$ cat src/rtl/iafmt_pkg.sv
// ----------------------------------------------------------------------------
// iafmt_pkg
// Types and constants for the integer to ASCII formatter.
// ----------------------------------------------------------------------------
`timescale 1ns / 1ps

package iafmt_pkg;

   localparam int ValueWidth = 16;
   localparam int CharWidth  = 7;
   localparam int WeightWidth = 14;

   localparam logic [1:0] KindDec = 2'd0;
   localparam logic [1:0] KindHex = 2'd1;
   localparam logic [1:0] KindBin = 2'd2;

   localparam logic [CharWidth-1:0] ChDigit0   = 7'h30;
   localparam logic [CharWidth-1:0] ChAlphaOfs = 7'h37;
   localparam logic [CharWidth-1:0] ChSpace    = 7'h20;

   localparam logic [2:0] DecLastIdx = 3'd4;

   typedef enum logic [2:0] {
      ST_IDLE,
      ST_DEC,
      ST_HEX,
      ST_BIN,
      ST_OUT
   } iafmt_state_type;

   function automatic logic [WeightWidth-1:0] dec_weight(input logic [2:0] idx);
      logic [WeightWidth-1:0] w;
      case (idx)
         3'd0:    w = 14'd10000;
         3'd1:    w = 14'd1000;
         3'd2:    w = 14'd100;
         3'd3:    w = 14'd10;
         default: w = 14'd1;
      endcase
      return w;
   endfunction

endpackage

$ cat src/rtl/integer_to_ascii_formatter_unit.sv
// ----------------------------------------------------------------------------
// integer_to_ascii_formatter_unit
// Prints a 16-bit unsigned number as decimal, hex or binary ASCII text,
// one character per output word, flagging the final character.
// ----------------------------------------------------------------------------
//  channel | direction | payload                 | handshake
//  req     | in        | kind[1:0], value[15:0]  | req_valid / req_stall
//  rsp     | out       | ascii_char[6:0], last   | rsp_valid / rsp_stall
//
// One number at a time; req_stall is high from acceptance until the last
// character word has been taken. Decimal digits come from one shared
// subtract/compare unit: weights are skipped as leading zeros, and each digit d
// is counted by d subtractions before its word is output. Hex and binary print
// 2/4 digits or 9/19 chars. Output stalls hold each word until it is taken.
// Kind 3 is dropped in its acceptance cycle. Synchronous reset returns to idle.
`timescale 1ns / 1ps

module integer_to_ascii_formatter_unit
   import iafmt_pkg::*;
(
   input  logic                  clock,
   input  logic                  reset,
   input  logic                  req_valid,
   output logic                  req_stall,
   input  logic [1:0]            req_kind,
   input  logic [ValueWidth-1:0] req_value,
   output logic                  rsp_valid,
   input  logic                  rsp_stall,
   output logic [CharWidth-1:0]  rsp_ascii_char,
   output logic                  rsp_last
);

   iafmt_state_type state_ff, state_in;
   logic [1:0]            kind_ff, kind_in;
   logic [ValueWidth-1:0] rem_ff, rem_in;
   logic [ValueWidth-1:0] sh_ff, sh_in;
   logic [2:0]            widx_ff, widx_in;
   logic [3:0]            digit_ff, digit_in;
   logic                  started_ff, started_in;
   logic [4:0]            left_ff, left_in;
   logic                  space_ff, space_in;
   logic [CharWidth-1:0]  char_ff, char_in;
   logic                  last_ff, last_in;

   logic [ValueWidth:0]   diff;
   logic                  borrow;
   logic [3:0]            nib;
   logic [CharWidth-1:0]  hex_char;
   logic                  short_val;

   // shared subtract/compare
   assign diff   = {1'b0, rem_ff} - {{(ValueWidth+1-WeightWidth){1'b0}}, dec_weight(widx_ff)};
   assign borrow = diff[ValueWidth];

   assign nib      = sh_ff[ValueWidth-1 -: 4];
   assign hex_char = (nib < 4'd10) ? ({3'b000, nib} + ChDigit0) : ({3'b000, nib} + ChAlphaOfs);
   assign short_val = (req_value[ValueWidth-1:8] == '0);

   assign req_stall      = (state_ff != ST_IDLE);
   assign rsp_valid      = (state_ff == ST_OUT);
   assign rsp_ascii_char = char_ff;
   assign rsp_last       = last_ff;

   always_ff @(posedge clock) begin
      if (reset) begin
         state_ff <= ST_IDLE;
      end else begin
         state_ff <= state_in;
      end
      kind_ff    <= kind_in;
      rem_ff     <= rem_in;
      sh_ff      <= sh_in;
      widx_ff    <= widx_in;
      digit_ff   <= digit_in;
      started_ff <= started_in;
      left_ff    <= left_in;
      space_ff   <= space_in;
      char_ff    <= char_in;
      last_ff    <= last_in;
   end

   always_comb begin
      state_in   = state_ff;
      kind_in    = kind_ff;
      rem_in     = rem_ff;
      sh_in      = sh_ff;
      widx_in    = widx_ff;
      digit_in   = digit_ff;
      started_in = started_ff;
      left_in    = left_ff;
      space_in   = space_ff;
      char_in    = char_ff;
      last_in    = last_ff;

      case (state_ff)
         ST_IDLE: begin
            if (req_valid) begin
               kind_in    = req_kind;
               rem_in     = req_value;
               sh_in      = short_val ? {req_value[7:0], 8'h00} : req_value;
               widx_in    = '0;
               digit_in   = '0;
               started_in = 1'b0;
               space_in   = 1'b0;
               case (req_kind)
                  KindDec: begin
                     state_in = ST_DEC;
                  end
                  KindHex: begin
                     left_in  = short_val ? 5'd2 : 5'd4;
                     state_in = ST_HEX;
                  end
                  KindBin: begin
                     left_in  = short_val ? 5'd8 : 5'd16;
                     state_in = ST_BIN;
                  end
                  default: begin
                     state_in = ST_IDLE;
                  end
               endcase
            end
         end
         ST_DEC: begin
            if (!borrow) begin
               rem_in   = diff[ValueWidth-1:0];
               digit_in = digit_ff + 4'd1;
            end else if (digit_ff != '0 || started_ff || widx_ff == DecLastIdx) begin
               started_in = 1'b1;
               char_in    = ChDigit0 + {3'b000, digit_ff};
               last_in    = (widx_ff == DecLastIdx);
               state_in   = ST_OUT;
            end else begin
               widx_in = widx_ff + 3'd1;
            end
         end
         ST_HEX: begin
            char_in  = hex_char;
            last_in  = (left_ff == 5'd1);
            sh_in    = {sh_ff[ValueWidth-5:0], 4'h0};
            left_in  = left_ff - 5'd1;
            state_in = ST_OUT;
         end
         ST_BIN: begin
            if (space_ff) begin
               char_in  = ChSpace;
               last_in  = 1'b0;
               space_in = 1'b0;
            end else begin
               char_in  = {ChDigit0[CharWidth-1:1], sh_ff[ValueWidth-1]};
               last_in  = (left_ff == 5'd1);
               sh_in    = {sh_ff[ValueWidth-2:0], 1'b0};
               left_in  = left_ff - 5'd1;
               // nibble boundary with bits still to come
               space_in = (left_ff[1:0] == 2'b01) && (left_ff != 5'd1);
            end
            state_in = ST_OUT;
         end
         ST_OUT: begin
            if (!rsp_stall) begin
               if (last_ff) begin
                  state_in = ST_IDLE;
               end else begin
                  case (kind_ff)
                     KindDec: begin
                        widx_in  = widx_ff + 3'd1;
                        digit_in = '0;
                        state_in = ST_DEC;
                     end
                     KindHex: state_in = ST_HEX;
                     KindBin: state_in = ST_BIN;
                     default: state_in = ST_IDLE;
                  endcase
               end
            end
         end
         default: begin
            state_in = ST_IDLE;
         end
      endcase
   end

endmodule

$ cat config.mk
export PLATFORM = sky130hd
export DESIGN_NAME = integer_to_ascii_formatter_unit
export DESIGN_NICKNAME = d
export VERILOG_FILES = /design/src/rtl/iafmt_pkg.sv /design/src/rtl/integer_to_ascii_formatter_unit.sv
export SDC_FILE = /design/constraint.sdc
export NUM_CORES = 1
export LEC_CHECK = 0
export ABC_AREA = 1
export BUFFER_PORTS_ARGS = -buffer_cell sky130_fd_sc_hd__buf_2
export CAP_MARGIN = 20
export CELL_PAD_IN_SITES_DETAIL_PLACEMENT = 1
export CELL_PAD_IN_SITES_GLOBAL_PLACEMENT = 2
export CORE_MARGIN = 5
export CORE_UTILIZATION = 39
export DETAILED_ROUTE_END_ITERATION = 8
export PLACE_DENSITY_LB_ADDON = 0.1
export REMOVE_ABC_BUFFERS = 1
export SLEW_MARGIN = 20
export SYNTH_ARGS = -nofsm -noshare
export SYNTH_HDL_FRONTEND = slang
export SYNTH_SLANG_ARGS = --single-unit
$ cat constraint.sdc
create_clock -name clock -period 8.78 [get_ports clock]
set_input_delay 0.878 -clock clock [delete_from_list [all_inputs] [get_ports clock]]
set_output_delay 0.878 -clock clock [all_outputs]
set_load 0.01 [all_outputs]
==> flow_summary.toml, run 1 <==
[timing]
fin_crit_sh = 0.376
finalSetupViolations = 0
max-slew-margin-rel = 0.575
rsz0062_at_grt = "no"
worst_pin_slew_ns = 0.636
slew_viol_final = 0
fmax_ghz = 0.303
setup_tns_ns = 0
clock_skew_ns = 0.0107
period_minus_slack_ns = 3.30
hold_viol = 0

[yosys]
synth_area_sq_um = 3880
synthCells = 471
ys.flop_type = "edfxtp_1"
ys_seq_area_frac = 0.449
synthArstFlopShare = 0
synth_top_cell_by_area = "edfxtp_1"
synth-seq-cells = 59
synth_edf_count = 56
ys_types = 40
ys_warn_count = 0
yosysTopAreaCellShare = 0.433
yosys-top-cells-area = "edfxtp_1 (43%), nand2_1 (11%), ha_1 (8.1%)"
synth.avg_cell_area_sq_um = 8.24

[floorplanning]
dieHeight_microns = 110
coreArea_sq_um = 9730
dieWidth_microns = 110
design.portCount = 32
rows = 36
floorplan.die_area_sq_um = 12000
start_util = 0.399

[clock_tree]
clk_pin_slew_worst_paths_ns = 0.07
cts.htree.levels = 3
cts_resized = 0
post-cts-setup-buffers = 0
clockBufferDepth = 2
worst_skew_pair.late_latency_ns = 0.34
numCtsBuffers = 9
cts_hold_buf = 0
cts_root_buf = "clkbuf_8"
cts_tree = "built"
cts_sinks = 59

[setup_path]
crit_top_cell = "ha_1"
cp.arrival_ns = 3.29
crit_type = "flip-flop to flip-flop"
start_kind = "flip-flop"
cp_max_fo = 16
crit_slowest_cell = "edfxtp_1"
endpoint_kind = "flip-flop"
cp_cell_sequence = "ha_1 -> ha_1 -> nor4_1 -> ha_1 -> inv_1 -> fa_1 -> nand2_1 -> nand2_1 -> nand3_1 -> nand2_2 -> nand2_2 -> nand3_1 -> o21ai_0 -> inv_1"
crit_path_max_incr_delay_ns = 0.46
cp.required_ns = 8.77

[route]
drc = 0
viasPerCell = 5.09
drt-pass1-iter-count = 4
ant_nets = 0
routedWlPerCell_microns = 16.6
drt_iter0_drc = 130
via_count = 3282
wirelength_mm = 10.7

[final_layout]
final_net_count = 555
drive_gt1_frac = 0.127
area_delta_synth_final_pct = 12.7
final_cell_mix = "nand2_1 (110), inv_1 (73), edfxtp_1 (56)"
diodes = 0
layout_commonest_cell = "nand2_1"

[place]
port_buffers = 31
globalplace.congestion = 0.831
hpwl_mm = 8.43

[flow_run]
maxCapViolCount = 0

[global_routing]
antenna_found_initial = 0
groute.layer.met3.usage = 0.0346
grt_pass1_vias = 3370
grt_pass1_wl_mm = 17.1
grt_max_degree = 31
use_met1 = 0.264
grt_usage = 0.187
grt-busiest-layer = "met2"
grt_overflow = 0
grtUsageMet2 = 0.297

[min_path]
min_path_type = "flip-flop to flip-flop"

[outcome]
status = "finished, final reports clean"
==> path summary, 6_finish.rpt <==
kind	start	end	slack [ns]	cells past startpoint
worst min-delay path	sh_ff[0]	sh_ff[1]	0.58	2
worst min register to register	sh_ff[0]	sh_ff[1]	0.58	2
worst max-delay path	widx_ff[0]	rem_ff[0]	5.48	14
worst max register to register	widx_ff[0]	rem_ff[0]	5.48	14
==> stage by stage <==
stage                     instance area (sq um)  hold WS, ns   util  instances  worst slack (ns)
after floorplan                            3830        0.526      -        463              5.98
final                                      4370        0.580  0.449        645              5.48
after detailed placement                   4170        0.558  0.428        629              5.48
after global placement                     4170        0.556  0.428        629              5.64
after global routing                       4370        0.626  0.449        645              5.20
after CTS                                  4370        0.579  0.449        645              5.45
==> kinds of logic after synthesis <==
group                      Yosys count  synth area share
and+or+nand+nor                    203             0.223
AOI/OAI and AO/OA                   89             0.135
buffers and inverters               86            0.0887
DFF                                 59             0.449
adders and majority gates           26            0.0858
xor gates and xnor gates             8            0.0181
==> state kept, by name, summed over array words and instances (netlist names) <==
signal,count
digit_ff,4
kind_ff,2
left_ff,5
rem_ff,16
rsp_ascii_char,7
rsp_last,1
sh_ff,16
space_ff,1
started_ff,1
state_ff,3
widx_ff,3
==> final cells by class <==
cell class,count,area (sq um)
tap,133,166
fill,1223,5360
multi-input combinational,326,1790
clock buffer,10,128
inverter,78,293
clock inverter,6,80.1
timing repair buffer,33,170
sequential,59,1740
==> Yosys cell counts (3+ instances only) <==
cell      instances
nand2_2           5
nand3_1          26
inv_1            73
a221oi_1          3
a21oi_1          23
nand2_1         110
ha_1             25
o21ai_1           5
dfxtp_1           3
xnor2_1           7
edfxtp_1         56
o21ai_0          32
nor2_1           48
a21oi_2           3
o22ai_1           6
inv_2             5
buf_2             5
a22oi_1           6
==> layer usage <==
metal / wire length (microns) / part of all wire
met4: 126 / 0.012
met1: 5360 / 0.50
met5: 0 / 0
met2: 4840 / 0.45
met3: 370 / 0.035
==> worst max-delay path: cells and delay by family, from the launching register on <==
kind                     cells  cell delay [ns]
buffers and inverters        2             0.37
AND/OR/NAND/NOR              7             0.95
AO/OA/AOI/OAI                1             0.11
adder cells (fa/ha/maj)      4             1.05
flip-flops                   1             0.46
Power of run 1 is left out: the tool's default activity adds up to more than one toggle a clock period on the data nets, which glitch-free logic cannot reach.
==> run 2: changes to the inputs <==
Settings changed: ABC_AREA 1 to 0, CORE_UTILIZATION 39 to 35.
Clock period 8.78 ns to 2.9 ns, I/O delays scaled along.
==> flow_summary.toml, run 2 <==
[yosys]
ys_types = 54
ys.flop_type = "edfxtp_1"
synth_top_cell_by_area = "edfxtp_1"
ys_warn_count = 0
yosys-top-cells-area = "edfxtp_1 (45%), ha_1 (8.4%), nand2_1 (4.1%)"
synthArstFlopShare = 0
synth_area_sq_um = 3720
ys_seq_area_frac = 0.468
synth.avg_cell_area_sq_um = 10.1
synth.most_common_cell = "edfxtp_1"
synthCells = 368
yosys-top-cells-count = "edfxtp_1 (56), nand2_1 (41), o21ai_0 (27)"
yosysTopAreaCellShare = 0.452
synth_edf_count = 56
synth-seq-cells = 59

[floorplanning]
rows = 37
design.portCount = 32
start_util = 0.359
coreArea_sq_um = 10400
dieHeight_microns = 113
floorplan.die_area_sq_um = 12800
dieWidth_microns = 113

[global_routing]
grt_overflow = 0
grtUsageMet2 = 0.303
grt_pass1_vias = 3138
use_met1 = 0.213
grt_pass1_wl_mm = 17.0
grt_max_degree = 35
grt_usage = 0.173
groute.layer.met3.usage = 0.0299
antenna_found_initial = 0
grt-busiest-layer = "met2"

[min_path]
min_delay_path_depth = 1
min_path_type = "input port to flip-flop"
hold_start = "req_kind[0]"
hold-path-endpoint = "kind_ff[0]"

[timing]
fmax_ghz = 0.330
slew_viol_final = 0
period_minus_slack_ns = 3.03
fin_crit_sh = 1.05
max-slew-margin-rel = 0.472
worst_pin_slew_ns = 0.790
setup_ws_ns = -0.131
clock_skew_ns = 0.0114
hold_viol = 0
rsz0062_at_grt = "yes"
finalSetupViolations = 30

[final_layout]
drive_gt1_frac = 0.305
final_net_count = 486
final_cell_mix = "edfxtp_1 (56), buf_4 (38), nand2_1 (37)"
diodes = 0
stdcell_count = 579
area_delta_synth_final_pct = 30.0
fin_util = 0.466
layout_commonest_cell = "edfxtp_1"

[clock_tree]
worst_skew_pair.late_latency_ns = 0.35
cts_sinks = 59
clk_pin_slew_worst_paths_ns = 0.08
clockBufferDepth = 2
cts.htree.levels = 3
cts_hold_buf = 0
cts_tree = "built"
cts_root_buf = "clkbuf_8"
numCtsBuffers = 9

[setup_path]
r2r_setup_slack_ns = -0.13
cp.arrival_ns = 3.10
r2r-end = "widx_ff[2]"
endpoint_kind = "flip-flop"
reg2regPathDepth = 16
cp.required_ns = 2.97
start_kind = "flip-flop"
crit_type = "flip-flop to flip-flop"
cp_max_fo = 5
r2r-start = "widx_ff[0]"

[power_and_ir_drop]
peakVddDrop_uv = 346
power.total_uw = 3870
p_leak_uw = 0.00190
power_density_nw_per_um2 = 801

[route]
drc = 0
ant_nets = 0
via_count = 3047
drt-pass1-iter-count = 4
wirelength_mm = 10.8
drt_iter0_drc = 125
viasPerCell = 5.26
routedWlPerCell_microns = 18.6

[place]
globalplace.congestion = 0.819
place_ws_ns = -0.306
hpwl_mm = 7.87
port_buffers = 31
dpl.cell_count = 555

[outcome]
status = "complete, but fails checks"
violations = "setup timing"

[flow_run]
maxCapViolCount = 0
## run 2: cell types whose count changed in the layout (fill, tap and decap cells not counted), sizes merged, moves of 7 or more
cell and delta:
buf +42, a21o +7, inv -55, nor2 -33
nand3 -21, o21ai -9, a211oi +11, mux2i +14
xor2 +7, nand2 -74
## run 2: cells by family (layout without fill, tap and decap cells)
logic type | Yosys count | in the layout | share of synthesized area
AO/OA/AOI/OAI | 100 | 100 | 0.169
XOR/XNOR | 18 | 18 | 0.0424
adder cells (fa/ha/maj) | 26 | 26 | 0.0894
buffers and inverters | 41 | 116 | 0.0444
flip-flops | 59 | 59 | 0.468
multiplexers | 14 | 14 | 0.0377
AND/OR/NAND/NOR | 110 | 110 | 0.149
## run 2: per-layer routing
layer / share of wire / wire (microns) / up-vias
met1: 0.44 / 4780 / 1496
li1: - / - / 1494
met2: 0.51 / 5520 / 41
met4: 0.020 / 212 / 0
met3: 0.025 / 272 / 16
met5: 0 / 0 / -
## run 2: stage by stage
stage	setup TNS (ns)	hold WS [ns]	instance area (sq um)
finish	-2.59	0.124	4840
global route	-8.56	0.115	4840
CTS	-0.699	0.105	4710
detailed placement	-8.19	0.483	4280
global placement	-5.01	0.484	4280
floorplan	-8.40	0.359	3650
## run 2: worst max-delay path, cell delays in order (launching register included)
cell      delay [ns]
edfxtp_1        0.45
buf_6           0.15
ha_4            0.15
ha_4            0.15
inv_2           0.05
and3_4          0.19
ha_4            0.14
inv_2           0.03
fa_2            0.35
a21oi_2         0.15
nand4b_1        0.16
a21oi_2         0.09
nor4_4          0.22
buf_6           0.17
a21oi_2         0.05
nor2_1          0.11
buf_4           0.14
## run 2: area by class of cell
cell class / instances / area (sq um)
multi-input cells: 268 / 2060
clock inverters: 7 / 92.6
flip-flops and latches: 59 / 1740
well taps: 136 / 170
inverters: 24 / 93.8
fillers: 1186 / 5530
repair buffers: 76 / 551
clock buffers: 9 / 124
## run 2: how the worst max path moves through the flow
stage | start | to | depth (start not counted)
detailed placement | widx_ff[0] | rsp_ascii_char[6] | 15
CTS | widx_ff[0] | widx_ff[1] | 16
global route | widx_ff[0] | widx_ff[2] | 16
floorplan | widx_ff[1] | rem_ff[0] | 12
finish | widx_ff[0] | widx_ff[2] | 16
global placement | widx_ff[0] | widx_ff[0] | 14
## run 2: repair_timing
action                     4_1_cts  5_1_grt
resized for setup               35       25
cloned                           1        0
setup endpoints to repair       38       43
pin swaps                       10       11
setup buffers                    6        1
## run 2: power by group
group	leakage, uW	switching [uW]	total [uW]	internal, uW
clock	0.000103	378	858	480
combinational	0.00123	934	1770	833
sequential	0.000567	107	1250	1140
No activity file was read; power rests on OpenSTA's default activity.
==> run 3: changes to the inputs <==
Settings changed: SKIP_LAST_GASP from default to 1.
==> flow_summary.toml, run 3 (synthesis gave the netlist of run 2 again) <==
[final_layout]
diodes = 0
final_cell_area_sq_um = 4840
final_cell_mix = "edfxtp_1 (56), buf_4 (38), nand2_1 (37)"
layout_commonest_cell = "edfxtp_1"
stdcell_count = 579
area_delta_synth_final_pct = 30.1
drive_gt1_frac = 0.307
final_net_count = 486

[route]
ant_nets = 0
routedWlPerCell_microns = 18.7
drt_iter0_drc = 130
drt-pass1-iter-count = 4
viasPerCell = 5.29
drc = 0
via_count = 3065
wirelength_mm = 10.8

[setup_path]
start_kind = "flip-flop"
crit_type = "flip-flop to flip-flop"
endpoint_kind = "flip-flop"
cp.arrival_ns = 3.10
cp.required_ns = 2.97
cp_max_fo = 5

[floorplanning]
start_util = 0.359
coreArea_sq_um = 10400
floorplan.die_area_sq_um = 12800
design.portCount = 32
dieHeight_microns = 113
rows = 37
dieWidth_microns = 113

[place]
port_buffers = 31
hpwl_mm = 7.87
globalplace.congestion = 0.819
dpl.cell_count = 555
dpl_cell_area_sq_um = 4280

[global_routing]
antenna_found_initial = 0
grt_overflow = 0
grt_pass1_wl_mm = 17.0
grt_usage = 0.173
grt_max_degree = 35
grt_pass1_vias = 3134

[outcome]
violations = "setup timing"
status = "complete, but fails checks"

[power_and_ir_drop]
p_sw_frac = 0.368
intPower_uw = 2460
peakVddDrop_uv = 345
p_leak_uw = 0.00191
p_seq_frac = 0.321
p_sw_uw = 1430
power_density_nw_per_um2 = 803
p_clk_frac = 0.221
combinationalPowerShare = 0.459

[timing]
worst_pin_slew_ns = 0.786
slew_viol_final = 0
fmax_ghz = 0.330
period_minus_slack_ns = 3.03
finalSetupViolations = 30
clock_skew_ns = 0.0117
fin_crit_sh = 1.04
hold_viol = 0
max-slew-margin-rel = 0.475
rsz0062_at_grt = "yes"
setup_ws_ns = -0.130

[clock_tree]
numCtsBuffers = 9
worst_skew_pair.late_latency_ns = 0.36
cts_sinks = 59
cts_tree = "built"
cts.htree.levels = 3
clk_pin_slew_worst_paths_ns = 0.07
cts_hold_buf = 0
clockBufferDepth = 2
cts_root_buf = "clkbuf_8"

[flow_run]
maxCapViolCount = 0

[min_path]
min_path_type = "input port to flip-flop"
==> run 3: repair_timing <==
item,4_1_cts,5_1_grt
endpoints found under the setup margin,38,43
pin swaps,10,11
gates cloned,1,0
gates resized for setup,33,27
buffers inserted,6,1
==> run 3: critical path, cell delays in order, from the launching register on <==
cell and delay, ns:
edfxtp_1 0.45, buf_6 0.15, ha_4 0.15, ha_4 0.15, inv_2 0.05, and3_4 0.19
ha_4 0.14, inv_2 0.03, fa_2 0.35, a21oi_2 0.14, nand4b_1 0.16, a21oi_2 0.09
nor4_4 0.22, buf_6 0.17, a21oi_2 0.05, nor2_1 0.11, buf_4 0.14
==> run 3: per-layer routing <==
metal / routed length [microns] / global-route usage / up-vias
met5: 0 / 0 / -
met4: 212 / 0.0649 / 0
met3: 239 / 0.0299 / 16
met2: 5530 / 0.303 / 35
met1: 4860 / 0.212 / 1518
li1: - / - / 1496
==> run 3: path summary, 6_finish.rpt <==
check | startpoint | to | slack [ns] | depth (start not counted)
setup / recovery | widx_ff[0] | widx_ff[2] | -0.13 | 16
setup reg to reg | widx_ff[0] | widx_ff[2] | -0.13 | 16
hold reg to reg | left_ff[0] | left_ff[0] | 0.62 | 1
hold / removal | req_kind[0] | kind_ff[0] | 0.12 | 1
==> run 3: power by group through the flow <==
stage | combinational [uW] | clock [uW] | sequential (uW)
global route | 1960 | 925 | 1270
finish | 1780 | 858 | 1250
floorplan | 893 | 0 | 1250
CTS | 1630 | 881 | 1240
global placement | 1440 | 0 | 1250
detailed placement | 1460 | 0 | 1260
==> run 3: final cells by class <==
| class | count | area (sq um) |
|---|---|---|
| tap | 136 | 170 |
| multi-input combinational | 268 | 2070 |
| clock buffer | 9 | 124 |
| clock inverter | 7 | 92.6 |
| inverter | 24 | 93.8 |
| fill | 1187 | 5530 |
| timing repair buffer | 76 | 553 |
| sequential | 59 | 1740 |
==> run 3: through the flow <==
stage          utilization  setup WS, ns  hold slack [ns]  setup TNS, ns  total power (uW)
2_1_floorplan            -        -0.410            0.359          -8.40              2140
3_3_place_gp         0.413        -0.217            0.484          -5.01              2700
3_5_place_dp         0.413        -0.306            0.483          -8.19              2720
4_1_cts              0.453       -0.0804            0.105         -0.750              3750
5_1_grt              0.467        -0.294            0.115          -8.63              4150
6_report             0.467        -0.130            0.124          -2.57              3890
